===== src/hdl/plc_pkg.sv =====
// shared types, constants and helpers for the pointer controller link
// no dependencies; imported by every module of the block
package plc_pkg;

    localparam int QUEUE_DEPTH = 2;

    localparam int CFG_IDX_W  = 3;
    localparam int CFG_DATA_W = 10;

    localparam logic [CFG_IDX_W-1:0] CFG_CONNECT_DELAY   = 3'd0;
    localparam logic [CFG_IDX_W-1:0] CFG_PACKET_INTERVAL = 3'd1;
    localparam logic [CFG_IDX_W-1:0] CFG_STICK_DEADZONE  = 3'd2;
    localparam logic [CFG_IDX_W-1:0] CFG_STICK_SHIFT     = 3'd3;
    localparam logic [CFG_IDX_W-1:0] CFG_DPAD_SPEED      = 3'd4;
    localparam logic [CFG_IDX_W-1:0] CFG_DEVICE_ID       = 3'd5;

    localparam logic [9:0] RST_CONNECT_DELAY   = 10'd100;
    localparam logic [7:0] RST_PACKET_INTERVAL = 8'd25;
    localparam logic [6:0] RST_STICK_DEADZONE  = 7'd12;
    localparam logic [2:0] RST_STICK_SHIFT     = 3'd2;
    localparam logic [6:0] RST_DPAD_SPEED      = 7'd32;
    localparam logic [6:0] RST_DEVICE_ID       = 7'd77;

    localparam logic [1:0] MODE_IDLE   = 2'd0;
    localparam logic [1:0] MODE_WAIT   = 2'd1;
    localparam logic [1:0] MODE_STREAM = 2'd2;

    localparam logic [9:0] CONNECT_MAX = 10'd1023;
    localparam logic [7:0] PACKET_MAX  = 8'd255;

    // one job for the back end: an id word alone, or a three-word packet
    typedef struct packed {
        logic       single;
        logic [6:0] b0;
        logic [6:0] b1;
        logic [6:0] b2;
    } t_job;

    function automatic logic [6:0] line_of(input logic [7:0] b);
        return ~b[6:0];
    endfunction

endpackage


===== src/hdl/plc_front.sv =====
// front end: link mode tracking, tick counters, motion and packet build
// depends on plc_pkg; feeds jobs into plc_queue
module plc_front import plc_pkg::*; (
    input  logic                  i_clk,
    input  logic                  i_rst_n,
    input  logic                  i_cfg_we,
    input  logic [CFG_IDX_W-1:0]  i_cfg_index,
    input  logic [CFG_DATA_W-1:0] i_cfg_data,
    input  logic                  i_push,
    output logic                  o_full,
    input  logic                  i_ready_line,
    input  logic                  i_input_present,
    input  logic [7:0]            i_stick_x,
    input  logic [7:0]            i_stick_y,
    input  logic                  i_pad_left,
    input  logic                  i_pad_right,
    input  logic                  i_pad_up,
    input  logic                  i_pad_down,
    input  logic                  i_first_button,
    input  logic                  i_second_button,
    output logic                  o_job_push,
    output t_job                  o_job,
    input  logic                  i_job_full
);

    logic [9:0] r_connect_delay;
    logic [7:0] r_packet_interval;
    logic [6:0] r_stick_deadzone;
    logic [2:0] r_stick_shift;
    logic [6:0] r_dpad_speed;
    logic [6:0] r_device_id;

    logic [1:0] r_mode, n_mode;
    logic [9:0] r_connect_elapsed, n_connect_elapsed;
    logic [7:0] r_packet_elapsed, n_packet_elapsed;

    logic       accept;
    logic [9:0] connect_inc;
    logic [7:0] packet_inc;
    logic [7:0] dx, dy;
    logic [7:0] b0;

    function automatic logic [7:0] stick_motion(input logic [7:0] pos,
                                                input logic [6:0] dz,
                                                input logic [2:0] sh);
        logic [7:0] mag;
        logic [7:0] d;
        // below 128 the centred value is negative
        mag = pos[7] ? {1'b0, pos[6:0]} : (8'd128 - pos);
        if (mag < {1'b0, dz}) begin
            return 8'd0;
        end
        d = mag >> sh;
        if (d > 8'd127) begin
            d = 8'd127;
        end
        return pos[7] ? d : (8'd0 - d);
    endfunction

    always_ff @(posedge i_clk) begin
        if (!i_rst_n) begin
            r_connect_delay   <= RST_CONNECT_DELAY;
            r_packet_interval <= RST_PACKET_INTERVAL;
            r_stick_deadzone  <= RST_STICK_DEADZONE;
            r_stick_shift     <= RST_STICK_SHIFT;
            r_dpad_speed      <= RST_DPAD_SPEED;
            r_device_id       <= RST_DEVICE_ID;
        end else if (i_cfg_we) begin
            unique case (i_cfg_index)
                CFG_CONNECT_DELAY:   r_connect_delay   <= i_cfg_data;
                CFG_PACKET_INTERVAL: r_packet_interval <= i_cfg_data[7:0];
                CFG_STICK_DEADZONE:  r_stick_deadzone  <= i_cfg_data[6:0];
                CFG_STICK_SHIFT:     r_stick_shift     <= i_cfg_data[2:0];
                CFG_DPAD_SPEED:      r_dpad_speed      <= i_cfg_data[6:0];
                CFG_DEVICE_ID:       r_device_id       <= i_cfg_data[6:0];
                default: ;
            endcase
        end
    end

    assign o_full = i_job_full;
    assign accept = i_push && !i_job_full;

    assign connect_inc = (r_connect_elapsed == CONNECT_MAX) ? r_connect_elapsed
                                                            : r_connect_elapsed + 10'd1;
    assign packet_inc  = (r_packet_elapsed == PACKET_MAX) ? r_packet_elapsed
                                                          : r_packet_elapsed + 8'd1;

    always_comb begin
        dx = 8'd0;
        dy = 8'd0;
        b0 = 8'hC0;
        if (i_input_present) begin
            priority if (i_pad_right) dx = {1'b0, r_dpad_speed};
            else if (i_pad_left)      dx = 8'd0 - {1'b0, r_dpad_speed};
            else                      dx = stick_motion(i_stick_x, r_stick_deadzone,
                                                        r_stick_shift);
            priority if (i_pad_down)  dy = {1'b0, r_dpad_speed};
            else if (i_pad_up)        dy = 8'd0 - {1'b0, r_dpad_speed};
            else                      dy = stick_motion(i_stick_y, r_stick_deadzone,
                                                        r_stick_shift);
            b0[5] = i_first_button;
            b0[4] = i_second_button;
        end
        b0[3:2] = dy[7:6];
        b0[1:0] = dx[7:6];
    end

    always_comb begin
        n_mode            = r_mode;
        n_connect_elapsed = r_connect_elapsed;
        n_packet_elapsed  = r_packet_elapsed;
        o_job_push        = 1'b0;
        o_job.single      = 1'b1;
        o_job.b0          = line_of({1'b0, r_device_id});
        o_job.b1          = line_of({2'b10, dx[5:0]});
        o_job.b2          = line_of({2'b10, dy[5:0]});
        if (accept) begin
            unique case (r_mode)
                MODE_WAIT: begin
                    if (!i_ready_line) begin
                        n_mode = MODE_IDLE;
                    end else begin
                        n_connect_elapsed = connect_inc;
                        if (connect_inc >= r_connect_delay) begin
                            n_mode           = MODE_STREAM;
                            n_packet_elapsed = 8'd0;
                            o_job_push       = 1'b1;
                        end
                    end
                end
                MODE_STREAM: begin
                    if (!i_ready_line) begin
                        n_mode = MODE_IDLE;
                    end else if (packet_inc < r_packet_interval) begin
                        n_packet_elapsed = packet_inc;
                    end else begin
                        n_packet_elapsed = 8'd0;
                        o_job_push       = 1'b1;
                        o_job.single     = 1'b0;
                        o_job.b0         = line_of(b0);
                    end
                end
                default: begin
                    // idle, and the unused code behaves as idle
                    n_mode = MODE_IDLE;
                    if (i_ready_line) begin
                        n_mode            = MODE_WAIT;
                        n_connect_elapsed = 10'd0;
                    end
                end
            endcase
        end
    end

    always_ff @(posedge i_clk) begin
        if (!i_rst_n) begin
            r_mode            <= MODE_IDLE;
            r_connect_elapsed <= 10'd0;
            r_packet_elapsed  <= 8'd0;
        end else begin
            r_mode            <= n_mode;
            r_connect_elapsed <= n_connect_elapsed;
            r_packet_elapsed  <= n_packet_elapsed;
        end
    end

    a_id_enters_stream: assert property (@(posedge i_clk) disable iff (!i_rst_n)
        (o_job_push && o_job.single) |=> (r_mode == MODE_STREAM && r_packet_elapsed == 8'd0))
        else $error("id word not followed by streaming mode");

    a_packet_only_streaming: assert property (@(posedge i_clk) disable iff (!i_rst_n)
        (o_job_push && !o_job.single) |-> (r_mode == MODE_STREAM && i_ready_line))
        else $error("packet built outside streaming mode");

    a_drop_to_idle: assert property (@(posedge i_clk) disable iff (!i_rst_n)
        (accept && !i_ready_line) |=> (r_mode == MODE_IDLE))
        else $error("ready low did not return the link to idle");

endmodule


===== src/hdl/plc_queue.sv =====
// short job queue between the front and back ends
// depends on plc_pkg for the job type
module plc_queue import plc_pkg::*; #(
    parameter int DEPTH = QUEUE_DEPTH
) (
    input  logic i_clk,
    input  logic i_rst_n,
    input  logic i_push,
    input  t_job i_job,
    output logic o_full,
    input  logic i_pop,
    output t_job o_job,
    output logic o_empty
);

    localparam int PTR_W = (DEPTH > 1) ? $clog2(DEPTH) : 1;
    localparam int CNT_W = $clog2(DEPTH + 1);
    localparam logic [PTR_W-1:0] PTR_LAST = PTR_W'(DEPTH - 1);
    localparam logic [CNT_W-1:0] CNT_FULL = CNT_W'(DEPTH);

    t_job             r_mem [DEPTH];
    logic [PTR_W-1:0] r_wr_ptr, r_rd_ptr;
    logic [CNT_W-1:0] r_count;
    logic             do_push, do_pop;

    assign o_full  = (r_count == CNT_FULL);
    assign o_empty = (r_count == '0);
    assign do_push = i_push && !o_full;
    assign do_pop  = i_pop && !o_empty;
    assign o_job   = r_mem[r_rd_ptr];

    always_ff @(posedge i_clk) begin
        if (do_push) begin
            r_mem[r_wr_ptr] <= i_job;
        end
    end

    always_ff @(posedge i_clk) begin
        if (!i_rst_n) begin
            r_wr_ptr <= '0;
            r_rd_ptr <= '0;
            r_count  <= '0;
        end else begin
            if (do_push) begin
                r_wr_ptr <= (r_wr_ptr == PTR_LAST) ? '0 : r_wr_ptr + 1'b1;
            end
            if (do_pop) begin
                r_rd_ptr <= (r_rd_ptr == PTR_LAST) ? '0 : r_rd_ptr + 1'b1;
            end
            unique case ({do_push, do_pop})
                2'b10:   r_count <= r_count + 1'b1;
                2'b01:   r_count <= r_count - 1'b1;
                default: r_count <= r_count;
            endcase
        end
    end

    a_count_bound: assert property (@(posedge i_clk) disable iff (!i_rst_n)
        r_count <= CNT_FULL)
        else $error("queue count beyond depth");

    a_no_push_when_full: assert property (@(posedge i_clk) disable iff (!i_rst_n)
        !(i_push && o_full))
        else $error("front pushed into a full queue");

    a_no_pop_when_empty: assert property (@(posedge i_clk) disable iff (!i_rst_n)
        !(i_pop && o_empty))
        else $error("back popped an empty queue");

endmodule


===== src/hdl/plc_back.sv =====
// back end: holds one job and hands its words out one per pop
// depends on plc_pkg; pulls jobs from plc_queue
module plc_back import plc_pkg::*; (
    input  logic       i_clk,
    input  logic       i_rst_n,
    input  t_job       i_job,
    input  logic       i_job_empty,
    output logic       o_job_pop,
    output logic [6:0] o_line_byte,
    output logic       o_last_byte,
    output logic       o_empty,
    input  logic       i_pop
);

    logic       r_valid, n_valid;
    logic [1:0] r_idx, n_idx;
    t_job       r_job;
    logic       taken;
    logic       last;

    assign o_empty = !r_valid;
    assign taken   = i_pop && r_valid;
    assign last    = r_job.single || (r_idx == 2'd2);

    always_comb begin
        unique case (r_idx)
            2'd1:    o_line_byte = r_job.b1;
            2'd2:    o_line_byte = r_job.b2;
            default: o_line_byte = r_job.b0;
        endcase
    end
    assign o_last_byte = last;

    always_comb begin
        n_valid   = r_valid;
        n_idx     = r_idx;
        o_job_pop = 1'b0;
        // reload from the queue when idle or when the last word leaves
        if (!r_valid || (taken && last)) begin
            n_idx     = 2'd0;
            n_valid   = !i_job_empty;
            o_job_pop = !i_job_empty;
        end else if (taken) begin
            n_idx = r_idx + 2'd1;
        end
    end

    always_ff @(posedge i_clk) begin
        if (o_job_pop) begin
            r_job <= i_job;
        end
    end

    always_ff @(posedge i_clk) begin
        if (!i_rst_n) begin
            r_valid <= 1'b0;
            r_idx   <= 2'd0;
        end else begin
            r_valid <= n_valid;
            r_idx   <= n_idx;
        end
    end

    a_idx_range: assert property (@(posedge i_clk) disable iff (!i_rst_n)
        r_valid |-> (r_idx != 2'd3 && (!r_job.single || r_idx == 2'd0)))
        else $error("word index out of range for job");

    a_stall_holds: assert property (@(posedge i_clk) disable iff (!i_rst_n)
        (r_valid && !i_pop) |=> (r_valid && $stable(r_idx)))
        else $error("word changed while stalled");

    a_load_starts_first: assert property (@(posedge i_clk) disable iff (!i_rst_n)
        o_job_pop |=> (r_valid && r_idx == 2'd0))
        else $error("loaded job does not start at its first word");

endmodule


===== src/hdl/pointer_controller_link.sv =====
// top level of the pointer controller link
// depends on plc_pkg, plc_front, plc_queue and plc_back
//
// channel   direction  handshake              payload
// tick      in         push / full            i_ready_line .. i_second_button
// word      out        empty / pop            o_line_byte, o_last_byte
// config    in         i_cfg_we (no wait)     i_cfg_index, i_cfg_data
//
// a tick is taken by the front end every cycle unless the job queue is full;
// a tick causes zero, one or three words
// the back end hands out one word per cycle while pop is held and a job is waiting;
// the front end keeps taking ticks while earlier words are still handed out
// reset (i_rst_n low, synchronous) returns the link to idle and the registers
// to their defaults; full rises only when the queue holds QDEPTH jobs
module pointer_controller_link import plc_pkg::*; #(
    parameter int QDEPTH = QUEUE_DEPTH
) (
    input  logic                  i_clk,
    input  logic                  i_rst_n,
    input  logic                  i_cfg_we,
    input  logic [CFG_IDX_W-1:0]  i_cfg_index,
    input  logic [CFG_DATA_W-1:0] i_cfg_data,
    input  logic                  push,
    output logic                  full,
    input  logic                  i_ready_line,
    input  logic                  i_input_present,
    input  logic [7:0]            i_stick_x,
    input  logic [7:0]            i_stick_y,
    input  logic                  i_pad_left,
    input  logic                  i_pad_right,
    input  logic                  i_pad_up,
    input  logic                  i_pad_down,
    input  logic                  i_first_button,
    input  logic                  i_second_button,
    output logic                  empty,
    input  logic                  pop,
    output logic [6:0]            o_line_byte,
    output logic                  o_last_byte
);

    logic job_push, job_full, job_pop, job_empty;
    t_job job_in, job_out;

    plc_front u_front (
        .i_clk           (i_clk),
        .i_rst_n         (i_rst_n),
        .i_cfg_we        (i_cfg_we),
        .i_cfg_index     (i_cfg_index),
        .i_cfg_data      (i_cfg_data),
        .i_push          (push),
        .o_full          (full),
        .i_ready_line    (i_ready_line),
        .i_input_present (i_input_present),
        .i_stick_x       (i_stick_x),
        .i_stick_y       (i_stick_y),
        .i_pad_left      (i_pad_left),
        .i_pad_right     (i_pad_right),
        .i_pad_up        (i_pad_up),
        .i_pad_down      (i_pad_down),
        .i_first_button  (i_first_button),
        .i_second_button (i_second_button),
        .o_job_push      (job_push),
        .o_job           (job_in),
        .i_job_full      (job_full)
    );

    plc_queue #(
        .DEPTH (QDEPTH)
    ) u_queue (
        .i_clk   (i_clk),
        .i_rst_n (i_rst_n),
        .i_push  (job_push),
        .i_job   (job_in),
        .o_full  (job_full),
        .i_pop   (job_pop),
        .o_job   (job_out),
        .o_empty (job_empty)
    );

    plc_back u_back (
        .i_clk       (i_clk),
        .i_rst_n     (i_rst_n),
        .i_job       (job_out),
        .i_job_empty (job_empty),
        .o_job_pop   (job_pop),
        .o_line_byte (o_line_byte),
        .o_last_byte (o_last_byte),
        .o_empty     (empty),
        .i_pop       (pop)
    );

endmodule

===== config.mk =====
export PLATFORM = sky130hd
export DESIGN_NAME = pointer_controller_link
export DESIGN_NICKNAME = d
export VERILOG_FILES = /design/src/hdl/plc_pkg.sv /design/src/hdl/plc_front.sv /design/src/hdl/plc_queue.sv /design/src/hdl/plc_back.sv /design/src/hdl/pointer_controller_link.sv
export SDC_FILE = /design/constraint.sdc
export NUM_CORES = 1
export LEC_CHECK = 0
export BUFFER_PORTS_ARGS = -buffer_cell sky130_fd_sc_hd__buf_2
export CORE_ASPECT_RATIO = 1.1
export CORE_MARGIN = 3
export CORE_UTILIZATION = 51
export CTS_CLUSTER_DIAMETER = 50
export DETAILED_ROUTE_END_ITERATION = 6
export GPL_TIMING_DRIVEN = 0
export PLACE_DENSITY_LB_ADDON = 0.1
export SYNTH_ARGS = -nofsm -noshare
export SYNTH_HDL_FRONTEND = slang
export SYNTH_SLANG_ARGS = --single-unit
export TNS_END_PERCENT = 30

===== constraint.sdc =====
create_clock -name i_clk -period 5.58 [get_ports i_clk]
set_input_delay 0.558 -clock i_clk [delete_from_list [all_inputs] [get_ports i_clk]]
set_output_delay 0.558 -clock i_clk [all_outputs]
set_load 0.02 [all_outputs]

======== Yosys cells after proc, flatten, opt, wreduce, memory -nomap -nowiden ========
Memory sizes are Yosys's and may differ from the RTL's. A register that Yosys moved wholly into a read port is not among the register bits.
Index checks and enable logic that the tools add are counted.
storage, ports and cells
  input bits .............................. 42
  memories ................................ 1
  word-level logic and storage cells ...... 149
  memory bits (writable) .................. 44
  register bits ........................... 69
  output and inout bits ................... 10
operators by class
  order comparisons ....................... 6
  bitwise gates (word level) .............. 6
  add/subtract/negate cells ............... 12
  shift-type cells ........................ 2
  multiplexer cells ....................... 65
  reductions and logical operators ........ 24
  eq/ne operators ......................... 19
memory list
  name           depth  bits a word  rd ports  clocked after Yosys merged registers in  write ports  line             source
  u_queue.r_mem  2      22           1         1                                        1            plc_queue.sv:21  t_job r_mem [DEPTH];
operator list
  kind                     count
  $mux W8                  33
  $mux W10                 3
  $pmux W10 S2             1
  $mux W1                  19
  $gt A8 B7 Y1 const B     2
  $lt A8 B7 Y1             2
  $pmux W8 S2              1
  $shr A8 B3 Y8            2
  $sub A1 B8 Y8 const A    2
  $sub A8 B8 Y8 const A    2
  $not A6 Y7               2
  $not A7 Y7               2
  $pmux W7 S2              1
  $reduce_and A2 Y1        6
  $add A10 B1 Y10 const B  1
  $eq A10 B10 Y1 const B   1
  $ge A10 B10 Y1           1
  $add A8 B1 Y8 const B    1
  $eq A2 B2 Y1 const B     4
  $eq A8 B8 Y1 const B     1
  $lt A8 B8 Y1             1
  $mux W2                  4
  $pmux W2 S2              2
  $sub A1 B7 Y8 const A    1
  other kinds (21)         39

======== Depth between registers and ports, before layout ========
Gate-level depths: netlist (run 1).
  depth after elaboration ................. 22
  depth in mapped cells ................... 19
  mapped depth without buffers ............ 18

======== Cells and area by module ========
Synthesis (run 1) repeated with hierarchy kept, for this count alone.
unflattened totals
  cell total of the unflattened synthesis .. 944
  area total of the unflattened synthesis .. 8,519.4 µm²
by module, submodules not included
  module     instances  area each (µm²)  cells an instance  seq. area each (µm²)
  plc_front  1          5,736.8          784                1,241.2
  plc_queue  1          1,815.5          94                 1,421.4
  plc_back   1          967.2            66                 720.7

======== Worst setup path before layout (run 1) ========
No wires, ideal clock.
  path kind ............................... register to register
  start point ............................. reg u_front.r_connect_elapsed[0]
  end point ............................... mem u_queue.r_mem[1][0] in the netlist's numbering (enable)
  library setup time ...................... 0.397 ns
  required time ........................... 5.183 ns
  buffers on the path ..................... 1
  period minus slack after synthesis ...... 4.024 ns
  arrival time ............................ 3.627 ns
  cell stages (with the launch flop) ...... 17
  setup slack ............................. 1.556 ns
  cells stage by stage .................... dfxtp_1 ha_1 nand3_1 nor2_1 nand3_1 nand2b_1 or2_2 xnor2_1 ha_1 nand3_1 a21oi_1 inv_1 o21ai_0 a211oi_1 or4_1 clkbuf_1 nor2_1
between the ends
  cells in the longest elaborated chain, start to end .. 10
  elaborated cells between the ends (all ways) .. 11
  those cells by class .................... 1 x add/sub; 1 x order compare; 1 x eq/ne; 7 x mux; 1 x reduce/logical
RTL lines
  element                                            line                              source
  from (decl)                                        plc_front.sv:34                   logic [9:0] r_connect_elapsed, n_connect_elapsed;
  from (signal assigned)                             plc_front.sv:163                  r_connect_elapsed <= n_connect_elapsed;
  $add A10 B1 Y10 or $eq A10 B10 Y1 (tied branches)  plc_front.sv:85, plc_front.sv:84
  $mux W10 (*)                                       plc_front.sv:84                   assign connect_inc = (r_connect_elapsed == CONNECT_MAX) ? r_connect_elapsed
  $ge A10 B10 Y1 (*)                                 plc_front.sv:125                  if (connect_inc >= r_connect_delay) begin
  $mux W1 (*)                                        plc_front.sv:125
  $mux W1 (*)                                        plc_front.sv:121                  if (!i_ready_line) begin
  $pmux W1 S2 (*)                                    plc_front.sv:119                  unique case (r_mode)
  $mux W1 (*)                                        plc_front.sv:118                  if (accept) begin
  $logic_and A1 B1 Y1 (*)                            plc_queue.sv:28                   assign do_push = i_push && !o_full;
  $mux W1 (*)                                        plc_queue.sv:33                   if (do_push) begin
  $mux W1 (not written as such) (*)                  plc_queue.sv:34                   r_mem[r_wr_ptr] <= i_job;
  to (decl)                                          plc_queue.sv:21
Every way passes the cells marked *; elsewhere a longest branch is shown, timed or not.

======== Final worst setup path (run 1) ========
  start point ............................. reg u_front.r_packet_elapsed[0]
  end point ............................... reg u_queue.r_count[1]
between the ends
  cells in the longest elaborated chain, start to end .. 10
  elaborated cells between the ends (all ways) .. 13
  those cells by class .................... 1 x add/sub; 1 x order compare; 3 x eq/ne; 6 x mux; 2 x reduce/logical
RTL lines
  element                                            line                              source
  from (decl)                                        plc_front.sv:35                   logic [7:0] r_packet_elapsed, n_packet_elapsed;
  from (signal assigned)                             plc_front.sv:164                  r_packet_elapsed <= n_packet_elapsed;
  $add A8 B1 Y8 or $eq A8 B8 Y1 (tied branches)      plc_front.sv:87, plc_front.sv:86
  $mux W8 (*)                                        plc_front.sv:86                   assign packet_inc = (r_packet_elapsed == PACKET_MAX) ? r_packet_elapsed
  $lt A8 B8 Y1 (*)                                   plc_front.sv:135                  end else if (packet_inc < r_packet_interval) begin
  $mux W1 (*)                                        plc_front.sv:135
  $mux W1 (*)                                        plc_front.sv:133                  if (!i_ready_line) begin
  $pmux W1 S2 (*)                                    plc_front.sv:119
  $mux W1 (*)                                        plc_front.sv:118
  $logic_and A1 B1 Y1 (*)                            plc_queue.sv:28
  $eq A2 B1 Y1 or $eq A2 B2 Y1 (tied branches)       plc_queue.sv:50                   unique case ({do_push, do_pop})
  $pmux W2 S2 or $reduce_bool A2 Y1 (tied branches)  -
  to (signal assigned)                               plc_queue.sv:51                   2'b10: r_count <= r_count + 1'b1;
  to (signal assigned)                               plc_queue.sv:52                   2'b01: r_count <= r_count - 1'b1;
  to (signal assigned)                               plc_queue.sv:53                   default: r_count <= r_count;
  to (decl)                                          plc_queue.sv:23                   logic [CNT_W-1:0] r_count;
Marked as above.
A chain may end at the register's enable or synchronous reset.

==> results.ini, run 1 <==
[sta]
rsz0062_at_grt = no
tightest_slew_ns = 0.869
fmax_ghz = 0.228
period_needed_ns = 4.39
slew_headroom = 0.416
finalHoldViolations = 0
fin_crit_sh = 0.786
fin_skew_ns = 0.00890
hold_ws_ns = 0.383
drv_slew = 0
setup_viol = 0
setup_tns_ns = 0

[cts]
clock-sinks = 129
cts_buffers = 17
h-tree-depth = 4
cts-resized-gates = 0
clk-insertion-delay-late_ns = 0.41
ctsLongestPathBuffers = 2
cts_tree = built
clk_pin_slew_ns = 0.06
root_buffer = clkbuf_16
cts_setup_buffers = 0
ctsHoldBuffers = 0

[setup_path]
required_ns = 5.92
critPathTopFamily = simple AND/OR/NAND/NOR gates
crit_path_cell_trace = ha_1 -> and3_1 -> a21oi_1 -> nand3_1 -> xnor2_1 -> ha_1 -> a21o_1 -> a21o_1 -> a21oi_1 -> o21ai_1 -> nor2_1 -> or4_1 -> clkbuf_1 -> ha_1 -> or3_1 -> a21oi_1
worst-path-buf-inv = 1
critPathArrivalTime_ns = 4.73
cp-end-kind = flop
worstPathMaxFanout = 9
worstSetupPathType = reg -> reg
critPathSlowestCell = nor2_1
critPathLaunchType = flop
slowest_delay_ns = 0.60

[power_and_ir_drop]
finalPower_mw = 2.70
seqPwrFrac = 0.397
clockPowerShare = 0.437
ir_drop_mv = 0.176
p_leak_nw = 3.61
p_int_mw = 1.97
p_sw_mw = 0.723
swShare = 0.268
p_comb_frac = 0.166
p_per_area_mw_per_mm2 = 290

[yosys]
ys.warnings.count = 0
ys.flop_type = dfxtp_1
netlist.area_leader.share = 0.222
ys_async_sr_fraction = 0
syn_area_per_cell_um2 = 8.77
synth_area_mm2 = 0.00812
synth_area_leaders = edfxtp_1, dfxtp_1, ha_1
seq_area_frac_synth = 0.392
synthCells = 926
yosysTopAreaCell = edfxtp_1
synth.distinct_cells = 79
synth_fp_nets = 1009
ys_ff_latch = 129
synth-edff-count = 60

[global_routing]
grt.total_usage = 0.228
grt_start_max_net_pins = 20
grt_overflow = 0
first_global_vias = 6382
antenna_found_initial = 0
grt_pass1_wl_um = 32500

[cells_and_area]
final_nets = 1078
layout_common_cells = nand2_1, nor2_1, dfxtp_1
utilization = 0.605
multi_input_area_mm2 = 0.00457
area_growth_pct = 14.4
seq_area_mm2 = 0.00318
stdcell_area_mm2 = 0.00929
diodes = 0
fillCellCount = 1354
final_common_cell = nand2_1
drive_above_1_share = 0.135

[drt]
drt-initial-drc-count = 634
wirelength_um = 20000
num_vias = 7052
dr.pass1.iters = 7
avgRoutedWirePerCell_um = 16.6
via_per_inst = 5.86
antenna_left = 0
drc = 2

[place]
io_buffers = 47
dpl.hpwl_um = 15200
place.gp.congestion = 0.912
placed_cell_area_mm2 = 0.00864

[floorplan]
fp.dieH_um = 138
die-area_mm2 = 0.0175
coreArea_mm2 = 0.0153
start_util = 0.529
die_x_um = 126
io_pins = 52
std_cell_rows = 47

[status]
status = finished with violations
failed_checks = design-rule violations

[run]
max-cap-violations = 0

[worst_hold_path]
hold_path.class = in -> reg

kinds of logic after synthesis:
kind of cell,synth area share
buffers and inverters,0.0462
XOR/XNOR,0.0227
AO/OA/AOI/OAI,0.185
multiplexers,0.0715
flip-flops,0.392
adder cells (fa/ha/maj),0.0632
AND/OR/NAND/NOR,0.219
cell usage after synthesis (3+ instances only):
library cell / n
a211o_1: 5
a211oi_1: 6
a21o_1: 10
a21oi_1: 60
a221o_1: 4
a221oi_1: 4
a22oi_1: 19
a31oi_1: 11
and2_1: 9
and3_1: 8
and3b_1: 3
buf_2: 3
clkbuf_1: 37
clkinv_1: 3
dfxtp_1: 69
edfxtp_1: 60
ha_1: 41
inv_1: 53
mux2_2: 24
mux2i_1: 31
nand2_1: 118
nand2b_1: 9
nand3_1: 36
nand4_1: 12
nor2_1: 82
nor2b_1: 11
nor3_1: 27
nor3b_1: 7
nor4_1: 3
o2111ai_1: 4
o211ai_1: 17
o21a_1: 9
o21ai_0: 35
o22ai_1: 4
or2_2: 7
or3_1: 4
or4_1: 6
xnor2_1: 13
xor2_1: 8
cell type report:
class | count | share of cell area
clock inverter | 15 | 0.0225
sequential | 129 | 0.343
tap | 196 | 0.0264
buffer | 42 | 0.0174
multi-input combinational | 698 | 0.493
inverter | 57 | 0.0230
clock buffer | 17 | 0.0458
timing repair buffer | 50 | 0.0294
through the flow:
stage / worst slack [ns] / cells
after detailed placement: 1.25 / 1172
after floorplan: 1.56 / 926
final: 1.19 / 1204
after CTS: 1.25 / 1204
after global placement: 0.731 / 1169
after global routing: 0.920 / 1204
power groups by stage:
| stage | clock network [mW] | registers, mW | logic (mW) |
|---|---|---|---|
| floorplan | 0 | 1.09 | 0.312 |
| global placement | 0 | 1.09 | 0.428 |
| detailed placement | 0 | 1.09 | 0.441 |
| CTS | 1.20 | 1.07 | 0.445 |
| global route | 1.24 | 1.08 | 0.497 |
| finish | 1.18 | 1.07 | 0.447 |
per-layer routing:
metal  track usage  wire length (um)
met5             0                 0
met4        0.0593               290
met3        0.0421               919
met2         0.364              9330
met1         0.321              9460
worst paths after layout:
| check | from | to | slack [ns] | cells past startpoint |
|---|---|---|---|---|
| setup / recovery | u_front.r_packet_elapsed[0]$_SDFFE_PN0P_ | u_queue.r_count[1]$_SDFFE_PN0P_ | 1.19 | 16 |
| hold / removal | i_cfg_data[8] | u_front.r_connect_delay[8]$_SDFFE_PN0P_ | 0.38 | 3 |
| setup reg to reg | u_front.r_packet_elapsed[0]$_SDFFE_PN0P_ | u_queue.r_count[1]$_SDFFE_PN0P_ | 1.19 | 16 |
| hold reg to reg | u_front.r_connect_delay[3]$_SDFFE_PN0P_ | u_front.r_connect_delay[3]$_SDFFE_PN0P_ | 0.46 | 2 |
tightest hold or removal path, delay by kind of cell:
kind / cells / cell delay, ns
and+or+nand+nor: 1 / 0.05
buffers and inverters: 1 / 0.09
AOI/OAI and AO/OA: 1 / 0.05
flip-flops by register name (all words and copies together) (netlist names):
signal and count:
u_front.r_mode 2, u_front.r_connect_delay 10, u_queue.r_count 2, u_queue.r_mem 40, u_queue.r_rd_ptr 1, u_back.r_valid 1
u_back.r_job 20, u_front.r_packet_interval 8, u_back.r_idx 2, u_front.r_dpad_speed 7, u_front.r_packet_elapsed 8, u_queue.r_wr_ptr 1
u_front.r_connect_elapsed 10, u_front.r_stick_shift 3, u_front.r_device_id 7, u_front.r_stick_deadzone 7
Power figures use the tool's default switching activity.
==> inputs of run 2 (changes only) <==
==> constraint.sdc (replaced) <==
create_clock -name i_clk -period 4.6 [get_ports i_clk]
set_input_delay 0.46 -clock i_clk [delete_from_list [all_inputs] [get_ports i_clk]]
set_output_delay 0.46 -clock i_clk [all_outputs]
set_load 0.02 [all_outputs]
==> results.ini, run 2 (synthesis results as in run 1) <==
[cells_and_area]
layout_common_cells = nand2_1, nor2_1, dfxtp_1
fillCellCount = 1354
largest_reg_flops = 40
drive_above_1_share = 0.137
diodes = 0
utilization = 0.605
largest_registers = u_queue.r_mem (40), u_back.r_job (20)
regMostFlops = u_queue.r_mem
area_growth_pct = 14.5
final_common_cell = nand2_1
final_nets = 1078

[cts]
clock-sinks = 129
cts_tree = built
root_buffer = clkbuf_16
h-tree-depth = 4
cts_buffers = 17
ctsHoldBuffers = 0
clk-insertion-delay-late_ns = 0.42
ctsLongestPathBuffers = 2
clk_pin_slew_ns = 0.06

[setup_path]
critPathLaunchType = flop
critPathSlowestCell = or4_1
slowest_delay_ns = 0.53
worst-path-buf-inv = 2
crit_path_cell_trace = ha_1 -> and3_1 -> a21oi_1 -> nand3_1 -> xnor2_1 -> ha_1 -> a21o_1 -> a21o_1 -> a21oi_1 -> o21ai_1 -> nor2_2 -> or4_1 -> clkbuf_1 -> nor2_2 -> buf_6
required_ns = 4.71
rr_worst_depth = 15
critPathArrivalTime_ns = 4.30
cp-end-kind = flop
r2r-end = u_queue.r_mem[1][16]$_DFFE_PP_
worstPathMaxFanout = 11
critPathTopFamily = simple AND/OR/NAND/NOR gates
worst-r2r-setup-slack_ns = 0.42
worstSetupPathType = reg -> reg
rr_startpoint = u_front.r_packet_elapsed[0]$_SDFFE_PN0P_

[drt]
avgRoutedWirePerCell_um = 16.6
drt-initial-drc-count = 681
drc = 0
antenna_left = 0
wirelength_um = 20000
via_per_inst = 5.82
num_vias = 7002
dr.pass1.iters = 5

[power_and_ir_drop]
ir_drop_mv = 0.212
p_per_area_mw_per_mm2 = 352
p_leak_nw = 3.61

[global_routing]
grt.met1_usage = 0.321
gr-usage-met2 = 0.364
grt_overflow = 0
grt_start_max_net_pins = 20
first_global_vias = 6382
antenna_found_initial = 0
met3_usage = 0.0421
grt_busiest_layer = met2
grt.total_usage = 0.228
grt_pass1_wl_um = 32500

[sta]
setup_viol = 0
period_needed_ns = 4.18
fin_skew_ns = 0.0105
setup_ws_ns = 0.419
finalHoldViolations = 0
hold_ws_ns = 0.285
rsz0062_at_grt = no
slew_headroom = 0.440
setup_tns_ns = 0
fmax_ghz = 0.239
fin_crit_sh = 0.909
tightest_slew_ns = 0.833
drv_slew = 0

[worst_hold_path]
hold_depth = 3
hold_end = u_front.r_connect_delay[8]$_SDFFE_PN0P_
hold_path_startpoint = i_cfg_data[8]
hold_path.class = in -> reg

[place]
io_buffers = 47
dpl.hpwl_um = 15200
place.gp.congestion = 0.912
place_ws_ns = 0.303

[floorplan]
start_util = 0.529
die-area_mm2 = 0.0175
fp.dieH_um = 138
coreArea_mm2 = 0.0153
io_pins = 52
std_cell_rows = 47
die_x_um = 126

[status]
status = completed

[run]
max-cap-violations = 0

## run 2: cell counts in the layout (fill, tap and decap cells not counted)
Identical to the previous run, type by type.
## run 2: through the flow
stage / std cells / power, mW / area, um^2
floorplan: 926 / 1.69 / 8120
global placement: 1169 / 1.84 / 8600
detailed placement: 1172 / 1.86 / 8640
CTS: 1204 / 3.29 / 9280
global route: 1204 / 3.42 / 9290
finish: 1204 / 3.27 / 9290
## run 2: worst reg2reg max path: stages (launching register included)
cell      delay, ns
dfxtp_1        0.34
ha_1           0.23
and3_1         0.22
a21oi_1        0.34
nand3_1        0.15
xnor2_1        0.18
ha_1           0.31
a21o_1         0.11
a21o_1         0.10
a21oi_1        0.06
o21ai_1        0.23
nor2_2         0.19
or4_1          0.53
clkbuf_1       0.19
nor2_2         0.46
buf_6          0.25
## run 2: what timing repair did
item,in CTS,in global routing
gates resized for setup,0,2
setup buffers,0,0
endpoints found under the setup margin,0,23
## run 2: worst max-delay path by stage
stage | startpoint | endpoint | slack, ns | depth (start not counted)
global route | u_front.r_connect_elapsed[0]$_SDFFE_PN0P_ | u_queue.r_count[1]$_SDFFE_PN0P_ | 0.07 | 17
global placement | u_front.r_connect_elapsed[3]$_SDFFE_PN0P_ | u_queue.r_mem[1][9]$_DFFE_PP_ | -0.25 | 16
detailed placement | u_front.r_packet_elapsed[0]$_SDFFE_PN0P_ | u_queue.r_count[1]$_SDFFE_PN0P_ | 0.30 | 16
finish | u_front.r_packet_elapsed[0]$_SDFFE_PN0P_ | u_queue.r_mem[1][16]$_DFFE_PP_ | 0.42 | 15
floorplan | u_front.r_connect_elapsed[0]$_SDFFE_PN0P_ | u_queue.r_mem[1][0]$_DFFE_PP_ | 0.58 | 16
CTS | u_front.r_packet_elapsed[0]$_SDFFE_PN0P_ | u_queue.r_count[1]$_SDFFE_PN0P_ | 0.27 | 16
## run 2: layer usage
metal | up-vias | part of all wire
li1 | 3530 | -
met1 | 3266 | 0.47
met2 | 181 | 0.47
met3 | 25 | 0.043
met4 | 0 | 0.013
met5 | - | 0
## run 2: where the power goes
group / switching, mW / leakage (nW) / internal [mW]
combinational: 0.333 / 2.21 / 0.210
clock: 0.515 / 0.302 / 0.914
sequential: 0.0271 / 1.10 / 1.27
## run 2: area by class of cell
cell class / instances / area [um^2] / share of cell area
Clock inverter: 15 / 209 / 0.0225
Clock buffer: 17 / 425 / 0.0458
Tap cell: 196 / 245 / 0.0264
Timing Repair Buffer: 50 / 273 / 0.0294
Multi-Input combinational cell: 698 / 4580 / 0.493
Buffer: 42 / 161 / 0.0174
Sequential cell: 129 / 3180 / 0.343
Inverter: 57 / 214 / 0.0230
==> inputs of run 3 (changes only) <==
--- a/config.mk
+++ b/config.mk
@@ -5,10 +5,12 @@
 export SDC_FILE = /design/constraint.sdc
 export NUM_CORES = 1
 export LEC_CHECK = 0
+export ABC_AREA = 0
 export BUFFER_PORTS_ARGS = -buffer_cell sky130_fd_sc_hd__buf_2
-export CORE_ASPECT_RATIO = 1.1
+export CORE_ASPECT_RATIO = 0.6
 export CORE_MARGIN = 3
 export CORE_UTILIZATION = 51
+export CTS_BUF_LIST = sky130_fd_sc_hd__clkbuf_8
 export CTS_CLUSTER_DIAMETER = 50
 export DETAILED_ROUTE_END_ITERATION = 6
 export GPL_TIMING_DRIVEN = 0
==> results.ini, run 3 (synthesis results as in run 1) <==
[floorplan]
fp.dieH_um = 104
die-area_mm2 = 0.0175
io_pins = 52
start_util = 0.525
std_cell_rows = 35
coreArea_mm2 = 0.0155
die_x_um = 169

[setup_path]
critPathSlowestCell = or4_1
r2r-end = u_queue.r_mem[0][1]$_DFFE_PP_
critPathArrivalTime_ns = 4.38
worstPathMaxFanout = 11
rr_worst_depth = 14
cp-startpoint = u_front.r_packet_elapsed[3]$_SDFFE_PN0P_
slowest_delay_ns = 0.52
crit_end = u_queue.r_mem[0][1]$_DFFE_PP_
crit_path_cell_trace = clkbuf_1 -> and4_1 -> nand2_1 -> mux2_2 -> ha_1 -> o21ai_0 -> nand2b_1 -> a31oi_1 -> o21ai_1 -> nor2_2 -> or4_1 -> clkbuf_1 -> nor2_2 -> buf_6
worstSetupPathType = reg -> reg
critPathTopFamily = simple AND/OR/NAND/NOR gates
cp-end-kind = flop
worst-r2r-setup-slack_ns = 0.36
worst-path-buf-inv = 3
required_ns = 4.74
rr_startpoint = u_front.r_packet_elapsed[3]$_SDFFE_PN0P_
crit_cells = 14
critPathLaunchType = flop

[cells_and_area]
regMostFlops = u_queue.r_mem
final-instance-count-excl-fill = 1211
largest_reg_flops = 40
final_common_cell = nand2_1
drive_above_1_share = 0.136
final_nets = 1078
layout_common_cells = nand2_1, nor2_1, dfxtp_1
largest_registers = u_queue.r_mem (40), u_back.r_job (20)
diodes = 0
stdcell_area_mm2 = 0.00907
area_growth_pct = 11.7
utilization = 0.587

[cts]
ctsLongestPathBuffers = 2
clock-sinks = 129
h-tree-depth = 4
clk-insertion-delay-late_ns = 0.43
clk_pin_slew_ns = 0.08
root_buffer = clkbuf_8
cts_tree = built
cts_buffers = 17

[sta]
fin_skew_ns = 0.0193
tightest_slew_ns = 0.904
drv_slew = 0
fin_crit_sh = 0.922
period_needed_ns = 4.24
slew_headroom = 0.392
fmax_ghz = 0.236
rsz0062_at_grt = no
setup_tns_ns = 0
setup_ws_ns = 0.358
setup_viol = 0
finalHoldViolations = 0
hold_ws_ns = 0.265

[drt]
met3_wirelength_um = 1820
num_vias = 7141
wl_met2_um = 8200
antenna_left = 0
met1Wirelength_um = 10900
wirelength_um = 21100
avgRoutedWirePerCell_um = 17.4
via_per_inst = 5.90
drt-initial-drc-count = 697
dr.pass1.iters = 6
drc = 0
top_layer = met4

[run]
max-cap-violations = 0

[power_and_ir_drop]
seqPwrFrac = 0.456
clockPowerShare = 0.348
p_per_area_mw_per_mm2 = 313
swShare = 0.318
p_int_mw = 1.94
ir_drop_mv = 0.210
p_sw_mw = 0.904
p_leak_nw = 3.51
p_comb_frac = 0.196
finalPower_mw = 2.84

[place]
dpl.hpwl_um = 15900
place.gp.congestion = 0.932
placed_cell_area_mm2 = 0.00866
dp_cells = 1179
io_buffers = 47
place_ws_ns = 0.338

[global_routing]
grt.total_usage = 0.240
grt_overflow = 0
grt_start_max_net_pins = 20
first_global_vias = 6177
antenna_found_initial = 0
grt_pass1_wl_um = 33600

[worst_hold_path]
hold_path.class = in -> reg

[status]
status = completed

run 3: worst min-delay path, delay by kind of cell:
family | cells | cell delay (ns)
AND/OR/NAND/NOR | 1 | 0.05
AO/OA/AOI/OAI | 1 | 0.05
buffers and inverters | 1 | 0.10
run 3: what timing repair did:
action                                  4_1_cts  5_1_grt
resized for setup                             0        1
endpoints found under the setup margin        0       11
hold buffers                                  0        0
setup buffers                                 0        0
run 3: worst min path at each step:
| stage | slack (ns) | depth (start not counted) | to | startpoint |
|---|---|---|---|---|
| final | 0.27 | 3 | u_front.r_connect_delay[9]$_SDFFE_PN0P_ | i_cfg_data[9] |
| after global routing | 0.25 | 3 | u_front.r_connect_delay[9]$_SDFFE_PN0P_ | i_cfg_data[9] |
| after CTS | 0.24 | 3 | u_front.r_connect_delay[9]$_SDFFE_PN0P_ | i_cfg_data[9] |
| after detailed placement | 0.45 | 2 | u_front.r_connect_delay[7]$_SDFFE_PN0P_ | u_front.r_connect_delay[7]$_SDFFE_PN0P_ |
| after global placement | 0.45 | 2 | u_front.r_connect_delay[4]$_SDFFE_PN0P_ | u_front.r_connect_delay[4]$_SDFFE_PN0P_ |
| after floorplan | 0.44 | 2 | u_front.r_connect_delay[1]$_SDFFE_PN0P_ | u_front.r_connect_delay[1]$_SDFFE_PN0P_ |
run 3: area by class of cell:
| type | instances | area [um^2] |
|---|---|---|
| repair buffers | 50 | 277 |
| flip-flops and latches | 129 | 3180 |
| well taps | 203 | 254 |
| plain buffers | 42 | 161 |
| multi-input cells | 698 | 4580 |
| fillers | 1380 | 6390 |
| clock buffers | 17 | 234 |
| inverters | 57 | 214 |
| clock inverters | 15 | 168 |
run 3: metal layers:
layer  vias up  track usage
li1       3545            -
met1      3283        0.393
met2       300        0.318
met3        13       0.0523
met4         0       0.0496
met5         -            0
run 3: power groups by stage:
stage          combinational, mW  clock, mW  sequential [mW]
2_1_floorplan              0.379          0             1.32
3_3_place_gp               0.529          0             1.33
3_5_place_dp               0.545          0             1.32
4_1_cts                    0.548       1.01             1.30
5_1_grt                    0.614       1.07             1.30
6_report                   0.556      0.989             1.30
